<file path="config.mk">
export PLATFORM = sky130hd
export DESIGN_NAME = windowed_highpass_tap_detector_top
export DESIGN_NICKNAME = d
export VERILOG_FILES = /design/src/rtl/whtd_pkg.sv /design/src/rtl/whtd_ram.sv /design/src/rtl/whtd_filter.sv /design/src/rtl/windowed_highpass_tap_detector_top.sv
export SDC_FILE = /design/constraint.sdc
export NUM_CORES = 2
export LEC_CHECK = 0
export ABC_AREA = 1
export ABC_CLOCK_PERIOD_IN_PS = 19700
export BUFFER_PORTS_ARGS = -buffer_cell sky130_fd_sc_hd__buf_4
export CAP_MARGIN = 15
export CELL_PAD_IN_SITES_DETAIL_PLACEMENT = 1
export CELL_PAD_IN_SITES_GLOBAL_PLACEMENT = 1
export CORE_MARGIN = 2
export CORE_UTILIZATION = 49
export CTS_CLUSTER_SIZE = 30
export DETAILED_ROUTE_END_ITERATION = 7
export HOLD_SLACK_MARGIN = 0.03
export PLACE_DENSITY = 0.79
export SKIP_LAST_GASP = 1
export SYNTH_ARGS = -nofsm -noshare
export SYNTH_HDL_FRONTEND = slang
export SYNTH_SLANG_ARGS = --single-unit
</file>
<file path="constraint.sdc">
create_clock -name clk_i -period 19.7 [get_ports clk_i]
set_input_delay 3.94 -clock clk_i [delete_from_list [all_inputs] [get_ports clk_i]]
set_output_delay 3.94 -clock clk_i [all_outputs]
set_load 0.02 [all_outputs]
</file>
<file path="src/rtl/whtd_pkg.sv">
`timescale 1ns / 1ps

package whtd_pkg;

  localparam int WINDOW_DEPTH = 30;
  localparam int SAMPLE_WIDTH = 16;

  localparam int AXES    = 3;
  localparam int AXIS_W  = 2;
  localparam int ADDR_W  = $clog2(WINDOW_DEPTH);
  localparam int FILL_W  = $clog2(WINDOW_DEPTH + 1);
  localparam int ALPHA_W = 16;
  localparam int THR_W   = 15;
  localparam int HOLD_W  = 6;
  localparam int CFG_W   = 16;
  localparam int CFG_IDX_W = 2;

  // filter value range: |y| < 2^(SAMPLE_WIDTH + ADDR_W + 1)
  localparam int Y_W    = SAMPLE_WIDTH + ADDR_W + 2;
  localparam int SUM_W  = Y_W + 1;
  localparam int PROD_W = SUM_W + ALPHA_W + 1;
  localparam int CMP_W  = ((Y_W > THR_W) ? Y_W : THR_W) + 1;

  localparam int OFF_W  = ((ADDR_W > HOLD_W) ? ADDR_W : HOLD_W) + 1;
  localparam int ADJ_W  = OFF_W + 1;

  localparam logic [ALPHA_W-1:0] ALPHA_RST = ALPHA_W'(15834);
  localparam logic [THR_W-1:0]   THR_RST   = THR_W'(2304);
  localparam logic [HOLD_W-1:0]  HOLD_RST  = HOLD_W'(10);

  localparam logic [AXIS_W-1:0] AXIS_X = 2'd0;
  localparam logic [AXIS_W-1:0] AXIS_Y = 2'd1;
  localparam logic [AXIS_W-1:0] AXIS_Z = 2'd2;

  typedef enum logic [CFG_IDX_W-1:0] {
    CFG_ALPHA = 2'd0,
    CFG_THR   = 2'd1,
    CFG_HOLD  = 2'd2
  } cfg_idx_e;

  typedef struct packed {
    logic signed [SAMPLE_WIDTH-1:0] accel_x;
    logic signed [SAMPLE_WIDTH-1:0] accel_y;
    logic signed [SAMPLE_WIDTH-1:0] accel_z;
  } sample_t;

  typedef struct packed {
    logic              tap_detected;
    logic [AXIS_W-1:0] tap_axis;
  } result_t;

  typedef struct packed {
    logic              vld;
    logic [ADDR_W-1:0] pos;
    logic [AXIS_W-1:0] axis;
  } tag_t;

  typedef struct packed {
    logic              vld;
    logic              hit;
    logic              last;
    logic [ADDR_W-1:0] pos;
    logic [AXIS_W-1:0] axis;
  } hit_t;

endpackage

</file>
<file path="src/rtl/whtd_ram.sv">
`timescale 1ns / 1ps

module whtd_ram (
  input  logic                       clk_i,
  input  logic                       we_i,
  input  logic [whtd_pkg::ADDR_W-1:0] waddr_i,
  input  whtd_pkg::sample_t          wdata_i,
  input  logic                       re_i,
  input  logic [whtd_pkg::ADDR_W-1:0] raddr_i,
  output whtd_pkg::sample_t          rdata_o
);

  whtd_pkg::sample_t mem_q [whtd_pkg::WINDOW_DEPTH];
  whtd_pkg::sample_t rdata_q;

  always_ff @(posedge clk_i) begin
    if (we_i) begin
      mem_q[waddr_i] <= wdata_i;
    end
    if (re_i) begin
      rdata_q <= mem_q[raddr_i];
    end
  end

  assign rdata_o = rdata_q;

endmodule

</file>
<file path="src/rtl/whtd_filter.sv">
`timescale 1ns / 1ps

module whtd_filter (
  input  logic                        clk_i,
  input  logic                        rst_ni,
  input  logic                        flush_i,
  input  logic [whtd_pkg::ALPHA_W-1:0] alpha_i,
  input  logic [whtd_pkg::THR_W-1:0]   thr_i,
  input  whtd_pkg::tag_t              rd_tag_i,
  input  whtd_pkg::sample_t           rdata_i,
  output whtd_pkg::hit_t              hit_o
);

  localparam int SW = whtd_pkg::SAMPLE_WIDTH;
  localparam int YW = whtd_pkg::Y_W;
  localparam int AW = whtd_pkg::ALPHA_W;
  localparam int PW = whtd_pkg::PROD_W;
  localparam int MW = whtd_pkg::SUM_W;
  localparam int CW = whtd_pkg::CMP_W;
  localparam int TW = whtd_pkg::THR_W;

  whtd_pkg::tag_t s1_q, s2_q;
  whtd_pkg::tag_t s1_d, s2_d;
  logic signed [SW-1:0] xprev_q;
  logic signed [PW-1:0] prod_q;

  logic signed [SW-1:0] x;
  logic signed [YW-1:0] y;
  logic signed [MW-1:0] sum;
  logic signed [PW-1:0] prod_d;
  logic signed [CW-1:0] y_ext, thr_ext;

  always_comb begin
    case (s1_q.axis)
      whtd_pkg::AXIS_X: x = rdata_i.accel_x;
      whtd_pkg::AXIS_Y: x = rdata_i.accel_y;
      default:          x = rdata_i.accel_z;
    endcase
  end

  assign y   = prod_q[YW+AW-1:AW];
  assign sum = {y[YW-1], y}
             + {{(MW-SW){x[SW-1]}}, x}
             - {{(MW-SW){xprev_q[SW-1]}}, xprev_q};

  always_comb begin
    if (s1_q.pos == '0) begin
      prod_d = {{(PW-SW-AW){x[SW-1]}}, x, {AW{1'b0}}};
    end else begin
      prod_d = sum * $signed({1'b0, alpha_i});
    end
  end

  always_comb begin
    s1_d     = rd_tag_i;
    s1_d.vld = rd_tag_i.vld && !flush_i;
    s2_d     = s1_q;
    s2_d.vld = s1_q.vld && !flush_i;
  end

  always_ff @(posedge clk_i or negedge rst_ni) begin
    if (!rst_ni) begin
      s1_q <= '0;
      s2_q <= '0;
    end else begin
      s1_q <= s1_d;
      s2_q <= s2_d;
    end
  end

  always_ff @(posedge clk_i) begin
    if (s1_q.vld) begin
      prod_q  <= prod_d;
      xprev_q <= x;
    end
  end

  assign y_ext   = {{(CW-YW){y[YW-1]}}, y};
  assign thr_ext = {{(CW-TW){1'b0}}, thr_i};

  always_comb begin
    hit_o.vld  = s2_q.vld;
    hit_o.hit  = s2_q.vld && (s2_q.pos != '0) && (y_ext > thr_ext);
    hit_o.last = s2_q.vld && (s2_q.pos == whtd_pkg::ADDR_W'(whtd_pkg::WINDOW_DEPTH - 1))
              && (s2_q.axis == whtd_pkg::AXIS_Z);
    hit_o.pos  = s2_q.pos;
    hit_o.axis = s2_q.axis;
  end

endmodule

</file>
<file path="src/rtl/windowed_highpass_tap_detector_top.sv">
`timescale 1ns / 1ps

// Three-axis tap detector over a ring window of acceleration samples.
// Input channel (in_valid_i/in_ready_o/in_data_i) takes one sample item;
// output channel (out_valid_o/out_ready_i/out_data_o) returns exactly one
// result item per sample: tap flag and axis.
// The window lives in a one-port-read, one-port-write RAM with registered
// read data. An item that leaves the window short of full is only stored.
// Once full, the filter walks the window for x, y, z at one RAM read per
// cycle: 3*WINDOW_DEPTH reads, then the filter pipeline, a result step
// and the idle state. A tap stops the walk early; the ADJ state then
// wraps start + position + holdoff back into the window to set the new
// start.
// One item is in work at a time; in_ready_o is high only when idle.
// The result goes to an output register, so the next item is accepted while
// a result still waits; if the receiver stalls longer, the finished item
// waits in the last step until the output register frees up.
// Reset clears window start and fill count; the config registers return to
// their defaults. Config writes take effect at once and belong to idle time.
module windowed_highpass_tap_detector_top (
  input  logic                          clk_i,
  input  logic                          rst_ni,
  input  logic                          in_valid_i,
  output logic                          in_ready_o,
  input  whtd_pkg::sample_t             in_data_i,
  output logic                          out_valid_o,
  input  logic                          out_ready_i,
  output whtd_pkg::result_t             out_data_o,
  input  logic                          cfg_we_i,
  input  logic [whtd_pkg::CFG_IDX_W-1:0] cfg_idx_i,
  input  logic [whtd_pkg::CFG_W-1:0]     cfg_data_i
);

  localparam int D  = whtd_pkg::WINDOW_DEPTH;
  localparam int AW = whtd_pkg::ADDR_W;
  localparam int FW = whtd_pkg::FILL_W;
  localparam int OW = whtd_pkg::OFF_W;
  localparam int JW = whtd_pkg::ADJ_W;

  typedef enum logic [3:0] {
    S_IDLE = 4'b0001,
    S_RUN  = 4'b0010,
    S_ADJ  = 4'b0100,
    S_DONE = 4'b1000
  } state_e;

  state_e state_q, state_d;
  logic [AW-1:0] start_q, start_d;
  logic [FW-1:0] fill_q, fill_d;
  logic          iss_act_q, iss_act_d;
  logic [AW-1:0] rd_pos_q, rd_pos_d;
  logic [whtd_pkg::AXIS_W-1:0] rd_axis_q, rd_axis_d;
  logic [AW-1:0] rd_addr_q, rd_addr_d;
  logic [JW-1:0] wrap_q, wrap_d;
  logic          tap_q, tap_d;
  logic [whtd_pkg::AXIS_W-1:0] tap_axis_q, tap_axis_d;
  logic          out_vld_q, out_vld_d;
  whtd_pkg::result_t out_data_q, out_data_d;

  logic [whtd_pkg::ALPHA_W-1:0] alpha_q;
  logic [whtd_pkg::THR_W-1:0]   thr_q;
  logic [whtd_pkg::HOLD_W-1:0]  hold_q;

  logic              in_fire;
  logic [FW:0]       slot_sum;
  logic [AW-1:0]     slot;
  logic [AW-1:0]     start_inc;
  logic              ram_we, ram_re;
  whtd_pkg::sample_t rdata;
  whtd_pkg::tag_t    rd_tag;
  whtd_pkg::hit_t    hit;
  logic              flush;
  logic [OW-1:0]     off;

  assign in_ready_o = (state_q == S_IDLE);
  assign in_fire    = in_valid_i && in_ready_o;

  assign slot_sum  = {1'b0, FW'(start_q)} + {1'b0, fill_q};
  assign start_inc = (start_q == AW'(D - 1)) ? '0 : start_q + 1'b1;

  always_comb begin
    if (fill_q < FW'(D)) begin
      if (slot_sum >= (FW + 1)'(D)) begin
        slot = AW'(slot_sum - (FW + 1)'(D));
      end else begin
        slot = AW'(slot_sum);
      end
    end else begin
      slot = start_q;
    end
  end

  assign ram_we = in_fire;
  assign ram_re = iss_act_q;
  assign flush  = (state_q == S_RUN) && hit.hit;
  assign off    = OW'(hit.pos) + OW'(hold_q);

  always_comb begin
    rd_tag.vld  = iss_act_q;
    rd_tag.pos  = rd_pos_q;
    rd_tag.axis = rd_axis_q;
  end

  whtd_ram u_ram (
    .clk_i   (clk_i),
    .we_i    (ram_we),
    .waddr_i (slot),
    .wdata_i (in_data_i),
    .re_i    (ram_re),
    .raddr_i (rd_addr_q),
    .rdata_o (rdata)
  );

  whtd_filter u_filter (
    .clk_i    (clk_i),
    .rst_ni   (rst_ni),
    .flush_i  (flush),
    .alpha_i  (alpha_q),
    .thr_i    (thr_q),
    .rd_tag_i (rd_tag),
    .rdata_i  (rdata),
    .hit_o    (hit)
  );

  always_comb begin
    state_d    = state_q;
    start_d    = start_q;
    fill_d     = fill_q;
    iss_act_d  = iss_act_q;
    rd_pos_d   = rd_pos_q;
    rd_axis_d  = rd_axis_q;
    rd_addr_d  = rd_addr_q;
    wrap_d     = wrap_q;
    tap_d      = tap_q;
    tap_axis_d = tap_axis_q;
    out_vld_d  = out_vld_q && !out_ready_i;
    out_data_d = out_data_q;

    // read issue runs ahead of the filter pipeline
    if (iss_act_q) begin
      if (rd_pos_q == AW'(D - 1)) begin
        rd_pos_d  = '0;
        rd_addr_d = start_q;
        rd_axis_d = rd_axis_q + 1'b1;
        if (rd_axis_q == whtd_pkg::AXIS_Z) begin
          iss_act_d = 1'b0;
        end
      end else begin
        rd_pos_d  = rd_pos_q + 1'b1;
        rd_addr_d = (rd_addr_q == AW'(D - 1)) ? '0 : rd_addr_q + 1'b1;
      end
    end

    unique case (state_q)
      S_IDLE: begin
        if (in_fire) begin
          tap_d      = 1'b0;
          tap_axis_d = whtd_pkg::AXIS_X;
          rd_pos_d   = '0;
          rd_axis_d  = whtd_pkg::AXIS_X;
          if (fill_q < FW'(D)) begin
            fill_d = fill_q + 1'b1;
            if (fill_q == FW'(D - 1)) begin
              state_d   = S_RUN;
              iss_act_d = 1'b1;
              rd_addr_d = start_q;
            end else begin
              state_d = S_DONE;
            end
          end else begin
            start_d   = start_inc;
            state_d   = S_RUN;
            iss_act_d = 1'b1;
            rd_addr_d = start_inc;
          end
        end
      end
      S_RUN: begin
        if (hit.hit) begin
          iss_act_d  = 1'b0;
          tap_d      = 1'b1;
          tap_axis_d = hit.axis;
          wrap_d     = JW'(start_q) + JW'(off);
          fill_d     = (JW'(D) > JW'(off)) ? FW'(JW'(D) - JW'(off)) : '0;
          state_d    = S_ADJ;
        end else if (hit.last) begin
          state_d = S_DONE;
        end
      end
      S_ADJ: begin
        if (wrap_q >= JW'(D)) begin
          wrap_d = wrap_q - JW'(D);
        end else begin
          start_d = wrap_q[AW-1:0];
          state_d = S_DONE;
        end
      end
      S_DONE: begin
        if (!out_vld_q || out_ready_i) begin
          out_vld_d               = 1'b1;
          out_data_d.tap_detected = tap_q;
          out_data_d.tap_axis     = tap_axis_q;
          state_d                 = S_IDLE;
        end
      end
      default: begin
        state_d = S_IDLE;
      end
    endcase
  end

  always_ff @(posedge clk_i or negedge rst_ni) begin
    if (!rst_ni) begin
      state_q   <= S_IDLE;
      start_q   <= '0;
      fill_q    <= '0;
      iss_act_q <= 1'b0;
      out_vld_q <= 1'b0;
      tap_q     <= 1'b0;
    end else begin
      state_q   <= state_d;
      start_q   <= start_d;
      fill_q    <= fill_d;
      iss_act_q <= iss_act_d;
      out_vld_q <= out_vld_d;
      tap_q     <= tap_d;
    end
  end

  always_ff @(posedge clk_i) begin
    rd_pos_q   <= rd_pos_d;
    rd_axis_q  <= rd_axis_d;
    rd_addr_q  <= rd_addr_d;
    wrap_q     <= wrap_d;
    tap_axis_q <= tap_axis_d;
    out_data_q <= out_data_d;
  end

  always_ff @(posedge clk_i or negedge rst_ni) begin
    if (!rst_ni) begin
      alpha_q <= whtd_pkg::ALPHA_RST;
      thr_q   <= whtd_pkg::THR_RST;
      hold_q  <= whtd_pkg::HOLD_RST;
    end else if (cfg_we_i) begin
      unique case (cfg_idx_i)
        whtd_pkg::CFG_ALPHA: alpha_q <= cfg_data_i[whtd_pkg::ALPHA_W-1:0];
        whtd_pkg::CFG_THR:   thr_q   <= cfg_data_i[whtd_pkg::THR_W-1:0];
        whtd_pkg::CFG_HOLD:  hold_q  <= cfg_data_i[whtd_pkg::HOLD_W-1:0];
        default: ;
      endcase
    end
  end

  assign out_valid_o = out_vld_q;
  assign out_data_o  = out_data_q;

  a_ram_no_overlap: assert property (@(posedge clk_i) disable iff (!rst_ni)
    !(ram_we && ram_re))
    else $error("ram write and read in the same cycle");

  a_fill_range: assert property (@(posedge clk_i) disable iff (!rst_ni)
    fill_q <= FW'(D))
    else $error("fill count beyond window depth");

  a_start_range: assert property (@(posedge clk_i) disable iff (!rst_ni)
    start_q < AW'(D))
    else $error("window start out of range");

  a_hit_in_run: assert property (@(posedge clk_i) disable iff (!rst_ni)
    hit.vld |-> (state_q == S_RUN))
    else $error("filter output outside window pass");

  a_tap_adj: assert property (@(posedge clk_i) disable iff (!rst_ni)
    flush |=> (state_q == S_ADJ) && !iss_act_q)
    else $error("tap did not stop the window pass");

endmodule

</file>
## Yosys cells after proc, flatten, opt, wreduce, memory -nomap -nowiden

Memories as Yosys holds them, arrays and structs flattened. A register that Yosys moved wholly into a read port is not among the register bits.
Index checks and enable logic that the tools add are counted.

| word-level totals | value |
|---|---|
| logic and storage cells | 153 |
| memories kept | 1 |
| output and inout bits | 5 |
| input port bits | 71 |
| RAM bits | 1440 |
| flip-flop bits (word level) | 134 |

Memories:

| name | depth | bits a word | read ports | clocked after Yosys merged registers in | wr ports | line | source |
|---|---|---|---|---|---|---|---|
| u_ram.mem_q | 30 | 48 | 1 | 1 | 1 | whtd_ram.sv:13 | `whtd_pkg::sample_t mem_q [whtd_pkg::WINDOW_DEPTH];` |

| operators by class | value |
|---|---|
| mux-type cells | 58 |
| $lt $le $gt $ge | 5 |
| reductions and logical operators | 29 |
| equal/unequal tests | 22 |
| multiply operators | 1 |
| $add $sub $neg | 13 |

Operator list:

| kind | number |
|---|---|
| 2-to-1 mux 5 bit | 21 |
| multiplier 24 x 17 -> 39 bit | 1 |
| 2-to-1 mux 39 bit | 1 |
| case mux 16 bit (2 select lines) | 1 |
| 2-to-1 mux 4 bit | 7 |
| equality test 5 bit (second input constant) | 5 |
| adder 23 x 16 -> 24 bit | 1 |
| subtractor 24 bit | 1 |
| greater-than comparator 23 x 16 -> 1 bit | 1 |
| adder 5 x 1 -> 5 bit (second input constant) | 4 |
| case mux 5 bit (2 select lines) | 2 |
| 2-to-1 mux 8 bit | 2 |
| case mux 4 bit (4 select lines) | 1 |
| case mux 8 bit (2 select lines) | 1 |
| 2-to-1 mux 1 bit | 13 |
| 2-to-1 mux 2 bit | 6 |
| AND reduction 4 bit | 3 |
| inequality test 2 bit (second input constant) | 5 |
| logical AND 1 bit | 9 |
| adder 5 x 7 -> 8 bit | 1 |
| >= comparator 8 x 5 -> 1 bit (second input constant) | 1 |
| AND reduction 2 bit | 4 |
| subtractor 8 x 5 -> 8 bit (second input constant) | 1 |
| adder 5 x 6 -> 7 bit | 1 |
| 24 further kinds | 35 |

## Logic depth before layout (Yosys ltp)

| logic depth | value |
|---|---|
| depth after elaboration | 8 |
| gate-level depth with buffers | 46 |
| depth with buffers taken out | 45 |

## Cells and area by module

From an unflattened synthesis, not the netlist that was laid out.

| second synthesis, totals | value |
|---|---|
| cells, all modules | 8080 |
| area total of the unflattened synthesis | 83602.7 µm² |

By module, submodules not included:

| module | sequential area each (µm²) | instances | cells each | area an instance (µm²) |
|---|---|---|---|---|
| whtd_ram | 44682.9 | 1 | 5057 | 59941.2 |
| whtd_filter | 1571.5 | 1 | 2419 | 18908.1 |
| windowed_highpass_tap_detector_top | 2000.7 | 1 | 604 | 4753.3 |

## Worst setup path after synthesis

No wires, ideal clock.

| timing | value |
|---|---|
| path kind | flip-flop to flip-flop |
| from | register u_filter.s1_q[1] (netlist name) |
| to | register u_filter.prod_q[38], data pin |
| cell stages (with the launch flop) | 41 |
| clock period less this slack | 8.272 ns |
| arrival time | 8.013 ns |
| buffers on the path | 1 |
| library setup time | 0.258 ns |
| slack | 11.428 ns |
| data required time | 19.442 ns |
| cell sequence | dfrtp_1 > inv_1 > nand2_1 > inv_1 > nand2_1 > and3_1 > fa_1 > inv_1 > ha_1 > nand2_1 > inv_2 > nand2_1 > nand2_1 > a21oi_1 > nand3_1 > nand2_2 > nand2_4 > nor2_1 > (+5 left out) > inv_1 > fa_1 > fa_1 > fa_1 > fa_1 > inv_1 > ha_1 > inv_1 > nor3_1 > nand2_1 > nor2_1 > nand3_1 > nand3_1 > inv_1 > nand3_1 > nand2_1 > nand2_1 > nand2_1 |

| between the ends | value |
|---|---|
| longest elaborated chain between the ends | 6 |
| elaborated cells between the ends (all ways) | 7 |
| classes of those cells | 2 x add/sub; 1 x mul; 1 x eq/ne; 2 x mux; 1 x reduce/logical |

RTL lines:

| element | line | source |
|---|---|---|
| start: declaration | whtd_filter.sv:22 | `whtd_pkg::tag_t s1_q, s2_q;` |
| start signal: assignment | whtd_filter.sv:63 | `s1_q <= '0;` |
| start signal: assignment | whtd_filter.sv:66 | `s1_q <= s1_d;` |
| equality test 2 x 1 -> 1 bit / zero test 2 bit (equally long branches) | whtd_filter.sv:34 | `case (s1_q.axis)` |
| case mux 16 bit (2 select lines) * | whtd_filter.sv:34 |  |
| adder 23 x 16 -> 24 bit | whtd_filter.sv:43 | `+ {{(MW-SW){x[SW-1]}}, x}` |
| subtractor 24 bit | whtd_filter.sv:44 | `- {{(MW-SW){xprev_q[SW-1]}}, xprev_q};` |
| multiplier 24 x 17 -> 39 bit | whtd_filter.sv:50 | `prod_d = sum * $signed({1'b0, alpha_i});` |
| 2-to-1 mux 39 bit * | whtd_filter.sv:47 | `if (s1_q.pos == '0) begin` |
| net u_filter.prod_d[38] | whtd_filter.sv:30 | `logic signed [PW-1:0] prod_d;` |
| end signal: assignment | whtd_filter.sv:73 | `prod_q <= prod_d;` |
| end: declaration | whtd_filter.sv:25 | `logic signed [PW-1:0] prod_q;` |

The timed path passes the listed nets; every way through them passes the cells marked *.
A chain may end at the register's enable or synchronous reset.

## Final worst setup path

| timing | value |
|---|---|
| from | register u_filter.s1_q[1] (netlist name) |
| to | register u_filter.prod_q[22], data pin |

| between the ends | value |
|---|---|
| longest elaborated chain between the ends | 6 |
| elaborated cells between the ends (all ways) | 7 |
| classes of those cells | 2 x add/sub; 1 x mul; 1 x eq/ne; 2 x mux; 1 x reduce/logical |

RTL lines:

| element | line | source |
|---|---|---|
| equality test 2 x 1 -> 1 bit / zero test 2 bit (equally long branches) | whtd_filter.sv:34 |  |
| case mux 16 bit (2 select lines) * | whtd_filter.sv:34 |  |
| net u_filter.x[1] | whtd_filter.sv:27 | `logic signed [SW-1:0] x;` |
| adder 23 x 16 -> 24 bit * | whtd_filter.sv:43 |  |
| subtractor 24 bit * | whtd_filter.sv:44 |  |
| multiplier 24 x 17 -> 39 bit * | whtd_filter.sv:50 |  |
| 2-to-1 mux 39 bit * | whtd_filter.sv:47 |  |
| net u_filter.prod_d[22] | whtd_filter.sv:30 |  |

Marked as above.

==> impl_metrics.py <==
metrics = {
    "timing": {
        "fin_tns_setup_ps": 0,
        "final.min_clock_period_ps": 10620,
        "tightestPinTransition_ps": 1273,
        "slew_headroom": 0.1491,
        "fin_skew_ps": 61.70,
        "finalMaxSlewViolations": 0,
        "period_share": 0.5391,
        "hold_viol": 0,
        "max_freq_mhz": 94.16,
        "grt_setup_unrepaired": "false",
        "setup_viol": 0,
    },
    "placement": {
        "portBuffers": 75,
        "hpwlAfterDp_um": 159200,
        "place.gp.congestion": 0.9366,
        "post_dp_cell_area_mm2": 0.08309,
    },
    "synthesis": {
        "synth_nets": 7628,
        "synth_edf_count": 1540,
        "yosysSeqAreaShare": 0.6003,
        "synthFlopType": "edfxtp_1",
        "ys_ff_latch": 1622,
        "yosysTopAreaCell": "edfxtp_1",
        "yosysMostFrequentCell": "edfxtp_1",
        "yosys-top-cells-area": "edfxtp_1 (58%), fa_1 (9.6%), o21ai_0 (5.3%), nor2_1 (4.9%), nand2_1 (3.5%)",
        "synth_area_mm2": 0.08039,
        "synth_warnings": 0,
        "syn_area_per_cell_um2": 11.46,
        "netlist_instances": 7012,
        "yosys.area.top_type_share": 0.5753,
        "ys_top_cells_by_count": "edfxtp_1 (1540), nor2_1 (1052), o21ai_0 (849), nand2_1 (756), inv_1 (727)",
        "synth.distinct_cells": 67,
        "async_flop_share": 0.04316,
    },
    "routing": {
        "drt-initial-drc-count": 6862,
        "via_per_inst": 6.195,
        "vias": 57610,
        "drc_errors": 0,
        "ant_nets": 0,
        "first_pass_iters": 6,
        "routedWlPerCell_um": 28.49,
        "drt_wl_total_um": 265000,
    },
    "cts": {
        "clock_latency_ps": 840,
        "path_clk_slew_ps": 60,
        "htree_levels": 4,
        "cts_setup_buffers": 0,
        "cts_made_buffers": 166,
        "cts_root_buffer": "clkbuf_16",
        "cts_resized": 0,
        "hold_buffers": 0,
        "clkSinkCount": 1622,
        "cts_tree": "done",
        "cts_max_path_buffers": 3,
    },
    "die": {
        "fp.coreArea_mm2": 0.1628,
        "row_count": 148,
        "die_h_um": 409.0,
        "initial_core_util": 0.4939,
        "die_width_um": 409.0,
        "pin_count": 76,
        "die-area_mm2": 0.1673,
    },
    "cells_and_area": {
        "nNetsFinal": 7595,
        "fillers": 16720,
        "fin_util": 0.5454,
        "syn_to_final_growth_pct": 10.43,
        "final_cell_area_mm2": 0.08877,
        "drive_gt1_frac": 0.07951,
    },
    "grt": {
        "grt_antenna_before_repair": 17,
        "grt_pass1_wl_um": 392400,
        "grt_pass1_vias": 61210,
        "grt-ovfl-total": 0,
        "track_usage": 0.3150,
        "grt_max_degree": 166,
    },
    "critical_path": {
        "crit_type": "flop to flop",
        "cp-start-kind": "flop",
        "cp_slowest_cell": "xnor2_2",
        "worst-path-max-fanout": 16,
        "critPathCaptureType": "flop",
        "path_buf_inv": 6,
        "rrSetupSlack_ps": 9080,
        "cpPeakStageDelay_ps": 900,
        "required_ps": 20220,
        "cp.arrival_ps": 11140,
        "cp_top_family": "adder cells",
    },
    "job": {
        "maxCapViolCount": 0,
    },
    "worst_hold_path": {
        "hold_path_class": "flop to flop",
    },
    "run_status": {
        "status": "completed",
    },
}
-- path summary, 6_finish.rpt --
check / start / to / depth (start not counted)
min reg2reg: rd_axis_q[0]$_DFF_P_ / u_filter.s1_q[0]$_DFF_PN0_ / 0
max in group asynchronous: rst_ni / iss_act_q$_DFF_PN0_ / 1
min: rd_axis_q[0]$_DFF_P_ / u_filter.s1_q[0]$_DFF_PN0_ / 0
min in group asynchronous: rst_ni / start_q[2]$_DFFE_PN0P_ / 1
max: u_filter.s1_q[1]$_DFF_PN0_ / u_filter.prod_q[22]$_DFFE_PP_ / 36
max reg2reg: u_filter.s1_q[1]$_DFF_PN0_ / u_filter.prod_q[22]$_DFFE_PP_ / 36
-- cell type report --
type / count / area, um^2 / area share
repair buffers: 166 / 1329 / 0.01497
multi-input cells: 4272 / 27980 / 0.3152
well taps: 2175 / 2721 / 0.03066
clock buffers: 201 / 4327 / 0.04874
inverters: 751 / 2841 / 0.03201
diodes: 5 / 12.51 / 0.0001410
flip-flops and latches: 1622 / 48280 / 0.5439
clock inverters: 107 / 1280 / 0.01442
-- layout by cell type (no fill, tap or decap), types with 28 or more instances in the layout --
master,n
a21oi_1,139
a31oi_1,28
buf_4,159
clkbuf_1,32
clkbuf_16,167
clkinv_1,43
clkinv_2,32
dfrtp_1,53
edfxtp_1,1540
fa_1,384
ha_1,161
inv_1,723
nand2_1,756
nand3_1,173
nor2_1,1025
o21ai_0,849
o21ai_1,42
o221ai_1,84
o22ai_1,284
or2_2,34
-- flip-flops by register name, summed over array words and instances (netlist names), 3 cells and up --
| register | flops |
|---|---|
| out_data_o | 3 |
| u_ram.mem_q | 1440 |
| fill_q | 5 |
| rd_addr_q | 5 |
| u_filter.xprev_q | 16 |
| hold_q | 6 |
| u_filter.s1_q | 8 |
| thr_q | 15 |
| wrap_q | 8 |
| rd_pos_q | 5 |
| start_q | 5 |
| u_ram.rdata_o | 48 |
| u_filter.hit_o | 8 |
| u_filter.prod_q | 23 |
| state_q | 4 |
| alpha_q | 16 |
-- cell families after synthesis --
group	count (synthesis)	share of synthesized area
adders and majority gates	545	0.1207
xor gates and xnor gates	45	0.005463
and+or+nand+nor	2132	0.1086
DFF	1622	0.6003
AOI/OAI and AO/OA	1550	0.1104
buffers and inverters	1118	0.05454
-- metrics by stage --
stage	setup WS, ps	hold WS (ps)	std cells
6_report	9080	366.3	9299
5_1_grt	8519	370.4	9298
4_1_cts	9191	368.9	9291
3_5_place_dp	9216	355.9	8983
3_3_place_gp	9508	354.0	8983
2_1_floorplan	11430	332.2	7012
-- per-layer routing --
layer | up-vias | track usage | share of wire
met5 | - | 0 | 0.00042
met1 | 29480 | 0.4019 | 0.37
li1 | 24260 | - | -
met3 | 741 | 0.06034 | 0.090
met4 | 16 | 0.1463 | 0.048
met2 | 3108 | 0.5206 | 0.49
Power is not shown: default switching activity piles up to over one toggle a cycle in this logic, so the estimate is an artifact.
